## config.mk

```make
export PLATFORM = sky130hd
export DESIGN_NAME = ffd_ctrl
export DESIGN_NICKNAME = d
export VERILOG_FILES = /design/src/sv/ffd_pkg.sv /design/src/sv/ffd_ctrl.sv
export VERILOG_INCLUDE_DIRS = /design/src /design/src/sv
export SDC_FILE = /design/constraint.sdc
export NUM_CORES = 1
export LEC_CHECK = 0
export BUFFER_PORTS_ARGS = -buffer_cell sky130_fd_sc_hd__buf_2
export CORE_AREA = 2 2 39 41
export DETAILED_ROUTE_END_ITERATION = 16
export DIE_AREA = 0 0 41 43
export HOLD_SLACK_MARGIN = 0.15
export SETUP_SLACK_MARGIN = 0.15
export SYNTH_ARGS = -nofsm -noshare
export SYNTH_HDL_FRONTEND = slang
export SYNTH_SLANG_ARGS = --single-unit
```

## constraint.sdc

```tcl
create_clock -name clk_i -period 1.6 [get_ports clk_i]
set_input_delay 0.4 -clock clk_i [delete_from_list [all_inputs] [get_ports clk_i]]
set_output_delay 0.4 -clock clk_i [all_outputs]
set_load 0.05 [all_outputs]
```

## src/sv/assert_macros.svh

```systemverilog
// Assertion macros shared by the fractional feedback delay modules.
`ifndef ASSERT_MACROS_SVH
`define ASSERT_MACROS_SVH
`ifndef ASSERT_OFF
`define ASSERT_CLK(label, clk, rst_n, prop) \
  label: assert property (@(posedge clk) disable iff (!rst_n) (prop)) \
    else $error("assertion failed");
`define ASSERT_DEF(label, prop) `ASSERT_CLK(label, clk_i, rst_ni, prop)
`else
`define ASSERT_CLK(label, clk, rst_n, prop)
`define ASSERT_DEF(label, prop)
`endif
`endif

```

## src/sv/ffd_pkg.sv

```systemverilog
// Package with widths, state encoding and control types of the fractional feedback delay.
package ffd_pkg;

  localparam int DefDepth = 16384;
  localparam int SampleW  = 16;
  localparam int DelayW   = 22;
  localparam int FracW    = 8;
  localparam int GainW    = 16;

  typedef enum logic [2:0] {
    S_IDLE,
    S_RD_NEW,
    S_RD_OLD,
    S_MUL,
    S_SUM,
    S_FB,
    S_WR
  } ffd_state_e;

  typedef struct packed {
    logic take_in;
    logic issue_new;
    logic issue_old;
    logic mul;
    logic sum;
    logic load_out;
    logic write;
  } ffd_cmd_t;

  typedef struct packed {
    logic out_blocked;
  } ffd_status_t;

endpackage

```

## src/sv/ffd_ctrl.sv

```systemverilog
// Sequencer that steps one sample beat through reads, interpolation, feedback and write.
`include "assert_macros.svh"

module ffd_ctrl
  import ffd_pkg::*;
(
  input  logic        clk_i,
  input  logic        rst_ni,
  input  logic        in_valid_i,
  output logic        in_stall_o,
  input  ffd_status_t status_i,
  output ffd_cmd_t    cmd_o
);

  ffd_state_e state_q, state_d;

  always_ff @(posedge clk_i or negedge rst_ni) begin
    if (!rst_ni) begin
      state_q <= S_IDLE;
    end else begin
      state_q <= state_d;
    end
  end

  always_comb begin
    state_d    = state_q;
    cmd_o      = '0;
    in_stall_o = 1'b1;
    unique case (state_q)
      S_IDLE: begin
        in_stall_o = 1'b0;
        if (in_valid_i) begin
          cmd_o.take_in = 1'b1;
          state_d       = S_RD_NEW;
        end
      end
      S_RD_NEW: begin
        cmd_o.issue_new = 1'b1;
        state_d         = S_RD_OLD;
      end
      S_RD_OLD: begin
        cmd_o.issue_old = 1'b1;
        state_d         = S_MUL;
      end
      S_MUL: begin
        cmd_o.mul = 1'b1;
        state_d   = S_SUM;
      end
      S_SUM: begin
        cmd_o.sum = 1'b1;
        state_d   = S_FB;
      end
      S_FB: begin
        if (!status_i.out_blocked) begin
          cmd_o.load_out = 1'b1;
          state_d        = S_WR;
        end
      end
      S_WR: begin
        cmd_o.write = 1'b1;
        state_d     = S_IDLE;
      end
      default: begin
        state_d = S_IDLE;
      end
    endcase
  end

  `ASSERT_DEF(a_cmd_onehot, $onehot0(cmd_o))
  `ASSERT_DEF(a_take_starts_reads, cmd_o.take_in |=> cmd_o.issue_new)
  `ASSERT_DEF(a_write_follows_load, cmd_o.load_out |=> cmd_o.write)

endmodule

```

==> results by group, run 1 <==
CTS
  • Clock tree sinks: 3
  • CTS tree: done
  • Total CTS buffers: 3
  • CTS Buffer Depth: 2
  • Worst skew pair latency: 0.24 ns
  • Clock slew at reported path FFs: 0.04 ns
  • Max H-tree Level: 1
  • Clock root cell: clkbuf_4

Global route
  • Global Route Usage Sum: 8.560%
  • Initial antenna violation count: 0
  • Vias in the first global route: 241
  • Largest net degree at the start of global routing: 9
  • Grt total ovfl: 0
  • First-pass GRT wire length: 917 microns

Timing
  • Endpoints failing setup: 3
  • Minimum clock period: 1.670 ns
  • RSZ-0062 raised after global routing: yes
  • Final Hold Fails: 0
  • Fin Hold WS: 0.4853 ns
  • Max Fclk: 0.5987 GHz
  • Rel. slew slack: 83.62%
  • Post-route setup TNS: -0.1236 ns
  • Worst Tran Pin Value: 0.2474 ns
  • Max Slew Vio Count: 0
  • Slack of the critical path: -0.07025 ns
  • Clock Skew: 0.002297 ns
  • Period utilization: 104.4%

Setup path
  • Critical Path, Cell by Cell: or3_4 > nor2_4 > buf_8
  • R2r startpoint: state_q[1]
  • R2R cell count: 4
  • FF-to-FF End: state_q[0]
  • Setup crit end kind: output pin
  • Setup slack, reg-to-reg: 0.44 ns
  • Critical path's slowest cell: or3_4
  • CP max FO: 2
  • Crit path launch type: flip-flop
  • Crit path required time: 1.20 ns
  • CP Data Arrival Time: 1.27 ns
  • Worst Path Buf+Inv: 1
  • Slowest Stage Delay on Critical Path: 0.40 ns
  • Setup CP Type: flip-flop to output pin
  • Top Family by Delay on Critical Path: simple AND/OR/NAND/NOR gates

Cells and area
  • Final nets: 46
  • Final cell count without fillers: 57
  • Fillers: 155
  • Max FFs per register: 3
  • Ant diodes: 0
  • Fraction of layout cells with a size suffix above 1: 73.17%
  • Most flops, register: state_q
  • Largest regs: state_q: 3 flops
  • P&R area growth vs syn: 113.9%

Floorplanning
  • Die Width: 41 microns
  • Die height: 43 microns
  • Core area: 0.001384 sq mm
  • Rows: 14
  • Die area: 0.001763 sq mm
  • I/O Pins: 12
  • Initial Util: 15.01%

Place
  • IO Port Bufs: 11
  • Dpl hpwl: 369.9 microns
  • Final GP Congestion: 0.7231
  • Placement Setup Slack: 0.08562 ns
  • Placed cells: 51

Hold path
  • Worst hold path type: primary input to async pin

Yosys
  • Post-Syn Area: 207.7 sq um
  • Top cell type's share of synthesized area: 36.14%
  • Synth top cells by count: dfrtp_1, nor2_1, nand2b_1, nor3b_1
  • Mean Syn Cell Area: 9.441 sq um
  • Ys Warns: 0
  • Yosys top cell by area: dfrtp_1
  • Synth Instances: 22
  • EDFF count, synth: 0
  • Ys flop type: dfrtp_1
  • FFs w/ async S/R, synth: 100.0%
  • Cells taking the most area after synthesis: dfrtp_1, nor3b_1, nand2b_1
  • Sequential area share after synthesis: 36.14%
  • Yosys reg bits: 3
  • Distinct cells, synth: 16
  • Syn Nets: 26

Drt
  • Drt first pass iters: 1
  • DRC Markers: 0
  • Iter 0 DRT Violations: 0
  • Final WL: 546 microns
  • DR vias: 216
  • Post-DRT Antenna Nets: 0
  • Number of vias per cell: 3.789
  • Post-DR wirelength/cell: 9.579 microns

Status
  • Failing checks: setup timing
  • Status: finished, violations left

Run
  • Max cap viols: 0
-- metrics by stage --
stage | area, sq um | util (%)
floorplan | 241.5 | -
global placement | 330.3 | 23.87
detailed placement | 330.3 | 23.87
CTS | 414.1 | 29.93
global route | 444.2 | 32.10
finish | 444.2 | 32.10
-- layout make-up --
cell class | count | area (sq um) | share of cell area (%)
multi-input combinational | 16 | 160.2 | 36.06
clock buffer | 4 | 26.28 | 5.915
timing repair buffer | 17 | 157.7 | 35.49
inverter | 1 | 3.754 | 0.8451
tap | 16 | 20.02 | 4.507
sequential | 3 | 76.32 | 17.18
-- cells in the final DEF, fill, tap and decap left out, types with 2 or more instances in the layout --
| cell | instances |
|---|---|
| buf_2 | 4 |
| buf_4 | 3 |
| buf_6 | 8 |
| clkbuf_4 | 3 |
| dfrtp_1 | 2 |
| nand2b_1 | 2 |
| nor2_4 | 3 |
| nor3b_4 | 2 |
-- how the worst max path moves through the flow --
| stage | slack, ns | cells after the start | from | endpoint |
|---|---|---|---|---|
| 2_1_floorplan | -0.04 | 3 | state_q[1] | cmd_o[6] |
| 3_3_place_gp | 0.09 | 3 | state_q[1] | cmd_o[6] |
| 3_5_place_dp | 0.09 | 3 | state_q[1] | cmd_o[6] |
| 4_1_cts | -0.09 | 3 | state_q[1] | cmd_o[6] |
| 5_1_grt | -0.12 | 3 | state_q[1] | cmd_o[6] |
| 6_report | -0.07 | 3 | state_q[2] | cmd_o[6] |
-- timing repair --
item,4_1_cts,5_1_grt
pin swaps,2,1
buffers inserted,0,1
hold buffers,1,0
resized for setup,15,5
hold endpoints to repair,3,0
setup endpoints to repair,8,8
-- layer usage --
layer / vias to the layer above / wire length, microns / track usage (%)
li1: 111 / - / -
met5: - / 0 / 0
met1: 93 / 224 / 8.442
met3: 2 / 29 / 3.141
met2: 10 / 276 / 11.88
met4: 0 / 16 / 10.00
-- cell families after synthesis --
family,share of synthesized area [%]
AO/OA/AOI/OAI,12.65
XOR/XNOR,4.218
buffers and inverters,9.634
flip-flops,36.14
AND/OR/NAND/NOR,37.35
Power of run 1 is left out: the tool's default activity adds up to more than one toggle a clock period on the data nets, which glitch-free logic cannot reach.
==> run 2, diff against run 1 <==
==> constraint.sdc (replaced) <==
create_clock -name clk_i -period 1.6 [get_ports clk_i]
set_input_delay 0.32 -clock clk_i [delete_from_list [all_inputs] [get_ports clk_i]]
set_output_delay 0.32 -clock clk_i [all_outputs]
set_load 0.05 [all_outputs]
==> run 2 against run 1 <==
Net effect: the flow now finishes without violations; global-route usage down 1.3 points; hold slack worse by 0.079 ns; non-clock buffer count decreased by 1; largest cell class unchanged; core utilization fell by 0.090 points; sequential share of layout area is 0.23 points lower; final area fell by 0.28%; critical path depth unchanged; worst setup slack improved by 0.096 ns; register-to-register slack gained 0.12 ns; clock skew fell by 0.0012 ns.
==> results by group, run 2 (synthesis results as in run 1) <==
Status
  • Status: finished clean (was finished, violations left)

Timing
  • Post-route setup TNS: 0 ns (was -0.1236 ns)
  • RSZ-0062 raised after global routing: yes (unchanged)
  • Period utilization: 98.40% (was 104.4%)
  • Endpoints failing setup: 0 (was 3)
  • Rel. slew slack: 83.65% (was 83.62%)
  • Clock Skew: 0.001052 ns (was 0.002297 ns)
  • Minimum clock period: 1.574 ns (was 1.670 ns)
  • Max Slew Vio Count: 0 (unchanged)
  • Max Fclk: 0.6352 GHz (was 0.5987 GHz)
  • Slack of the critical path: 0.02562 ns (was -0.07025 ns)
  • Worst Tran Pin Value: 0.2470 ns (was 0.2474 ns)
  • Final Hold Fails: 0 (unchanged)

Setup path
  • CP max FO: 2 (unchanged)
  • Crit path required time: 1.28 ns (was 1.20 ns)
  • Crit path launch type: flip-flop (unchanged)
  • Setup crit end kind: output pin (unchanged)
  • CP Data Arrival Time: 1.25 ns (was 1.27 ns)
  • Setup CP Type: flip-flop to output pin (unchanged)

Floorplanning
  • Core area: 0.001384 sq mm (unchanged)
  • Die Width: 41 microns (unchanged)
  • Rows: 14 (unchanged)
  • Die area: 0.001763 sq mm (unchanged)
  • Die height: 43 microns (unchanged)
  • I/O Pins: 12 (unchanged)
  • Initial Util: 15.01% (unchanged)

Global route
  • Global Route Usage Sum: 7.258% (was 8.560%)
  • First-pass GRT wire length: 759 microns (was 917 microns)
  • Initial antenna violation count: 0 (unchanged)
  • Largest net degree at the start of global routing: 9 (unchanged)
  • Grt total ovfl: 0 (unchanged)
  • Vias in the first global route: 211 (was 241)

Cells and area
  • Fraction of layout cells with a size suffix above 1: 70.00% (was 73.17%)
  • P&R area growth vs syn: 113.3% (was 113.9%)
  • Most common cell after layout, fill and taps aside: buf_6 (unchanged)
  • Final nets: 45 (was 46)
  • Fillers: 154 (was 155)
  • Max FFs per register: 3 (unchanged)
  • Ant diodes: 0 (unchanged)
  • Most frequent cells in the layout: buf_6, buf_2, nor2_4, clkbuf_4, dfrtp_1 (was buf_6, buf_2, nor2_4, clkbuf_4, buf_4)
  • Largest regs: state_q: 3 flops (unchanged)
  • Most flops, register: state_q (unchanged)

Hold path
  • Worst hold path type: primary input to async pin (unchanged)

Drt
  • Post-DR wirelength/cell: 8.929 microns (was 9.579 microns)
  • Iter 0 DRT Violations: 1 (was 0)
  • DRC Markers: 0 (unchanged)
  • Final WL: 500 microns (was 546 microns)
  • Post-DRT Antenna Nets: 0 (unchanged)
  • Number of vias per cell: 4.018 (was 3.789)
  • DR vias: 225 (was 216)
  • Drt first pass iters: 2 (was 1)

Place
  • Placement Setup Slack: 0.1903 ns (was 0.08562 ns)
  • IO Port Bufs: 11 (unchanged)
  • Dpl hpwl: 365.5 microns (was 369.9 microns)
  • Final GP Congestion: 0.6835 (was 0.7231)

CTS
  • Total CTS buffers: 3 (unchanged)
  • Max H-tree Level: 1 (unchanged)
  • Worst skew pair latency: 0.23 ns (was 0.24 ns)
  • CTS Buffer Depth: 2 (unchanged)
  • Clock slew at reported path FFs: 0.04 ns (about the same)
  • Setup Fix Bufs, Post-CTS: 0 (unchanged)
  • CTS tree: done (unchanged)
  • Clock tree sinks: 3 (unchanged)
  • Clock root cell: clkbuf_4 (unchanged)

Run
  • Max cap viols: 0 (unchanged)
## run 2: critical path, stage by stage, from the launching register on
cell and delay, ns:
dfrtp_1 0.37, or3_4 0.40, nor2_4 0.10, buf_8 0.15
## run 2: cell type report
class	count	area (sq um)	share of cell area, %
Multi-Input combinational cell	16	163.9	37.01
Timing Repair Buffer	16	153.9	34.75
Sequential cell	3	75.07	16.95
Clock buffer	4	26.28	5.932
Tap cell	16	20.02	4.520
Inverter	1	3.754	0.8475
## run 2: what timing repair did
action                                 4_1_cts  5_1_grt
setup endpoints to repair                    8        8
endpoints found under the hold margin        3        0
resized for setup                           14        9
hold buffers                                 1        0
gates cloned                                 0        0
pin swaps                                    4        1
## run 2: metal layers
metal	global-route usage (%)	vias up	routed length, microns
met5	0	-	0
met4	10.00	0	15
met3	3.141	2	32
met2	9.688	11	257
met1	6.515	104	195
li1	-	108	-
## run 2: worst paths after layout
kind	startpoint	to	slack (ns)	cells after the start
worst max-delay path	state_q[2]	cmd_o[6]	0.03	3
worst min-delay path	rst_ni	state_q[0]	0.41	2
worst max register to register	state_q[1]	state_q[0]	0.56	3
worst min register to register	state_q[2]	state_q[1]	0.64	2
max in group asynchronous	rst_ni	state_q[1]	1.09	2
min in group clk_i	status_i	state_q[1]	0.41	3
## run 2: per-stage QoR
step                instances  util [%]  instance area [sq um]  hold WS [ns]
floorplan                  22         -                  230.2       0.02441
global placement           51     23.06                  319.1        0.1162
detailed placement         51     23.06                  319.1        0.1161
CTS                        56     28.84                  399.1        0.4042
global route               56     32.01                  442.9        0.4292
finish                     56     32.01                  442.9        0.4063
Power of run 2 is left out for the same reason.
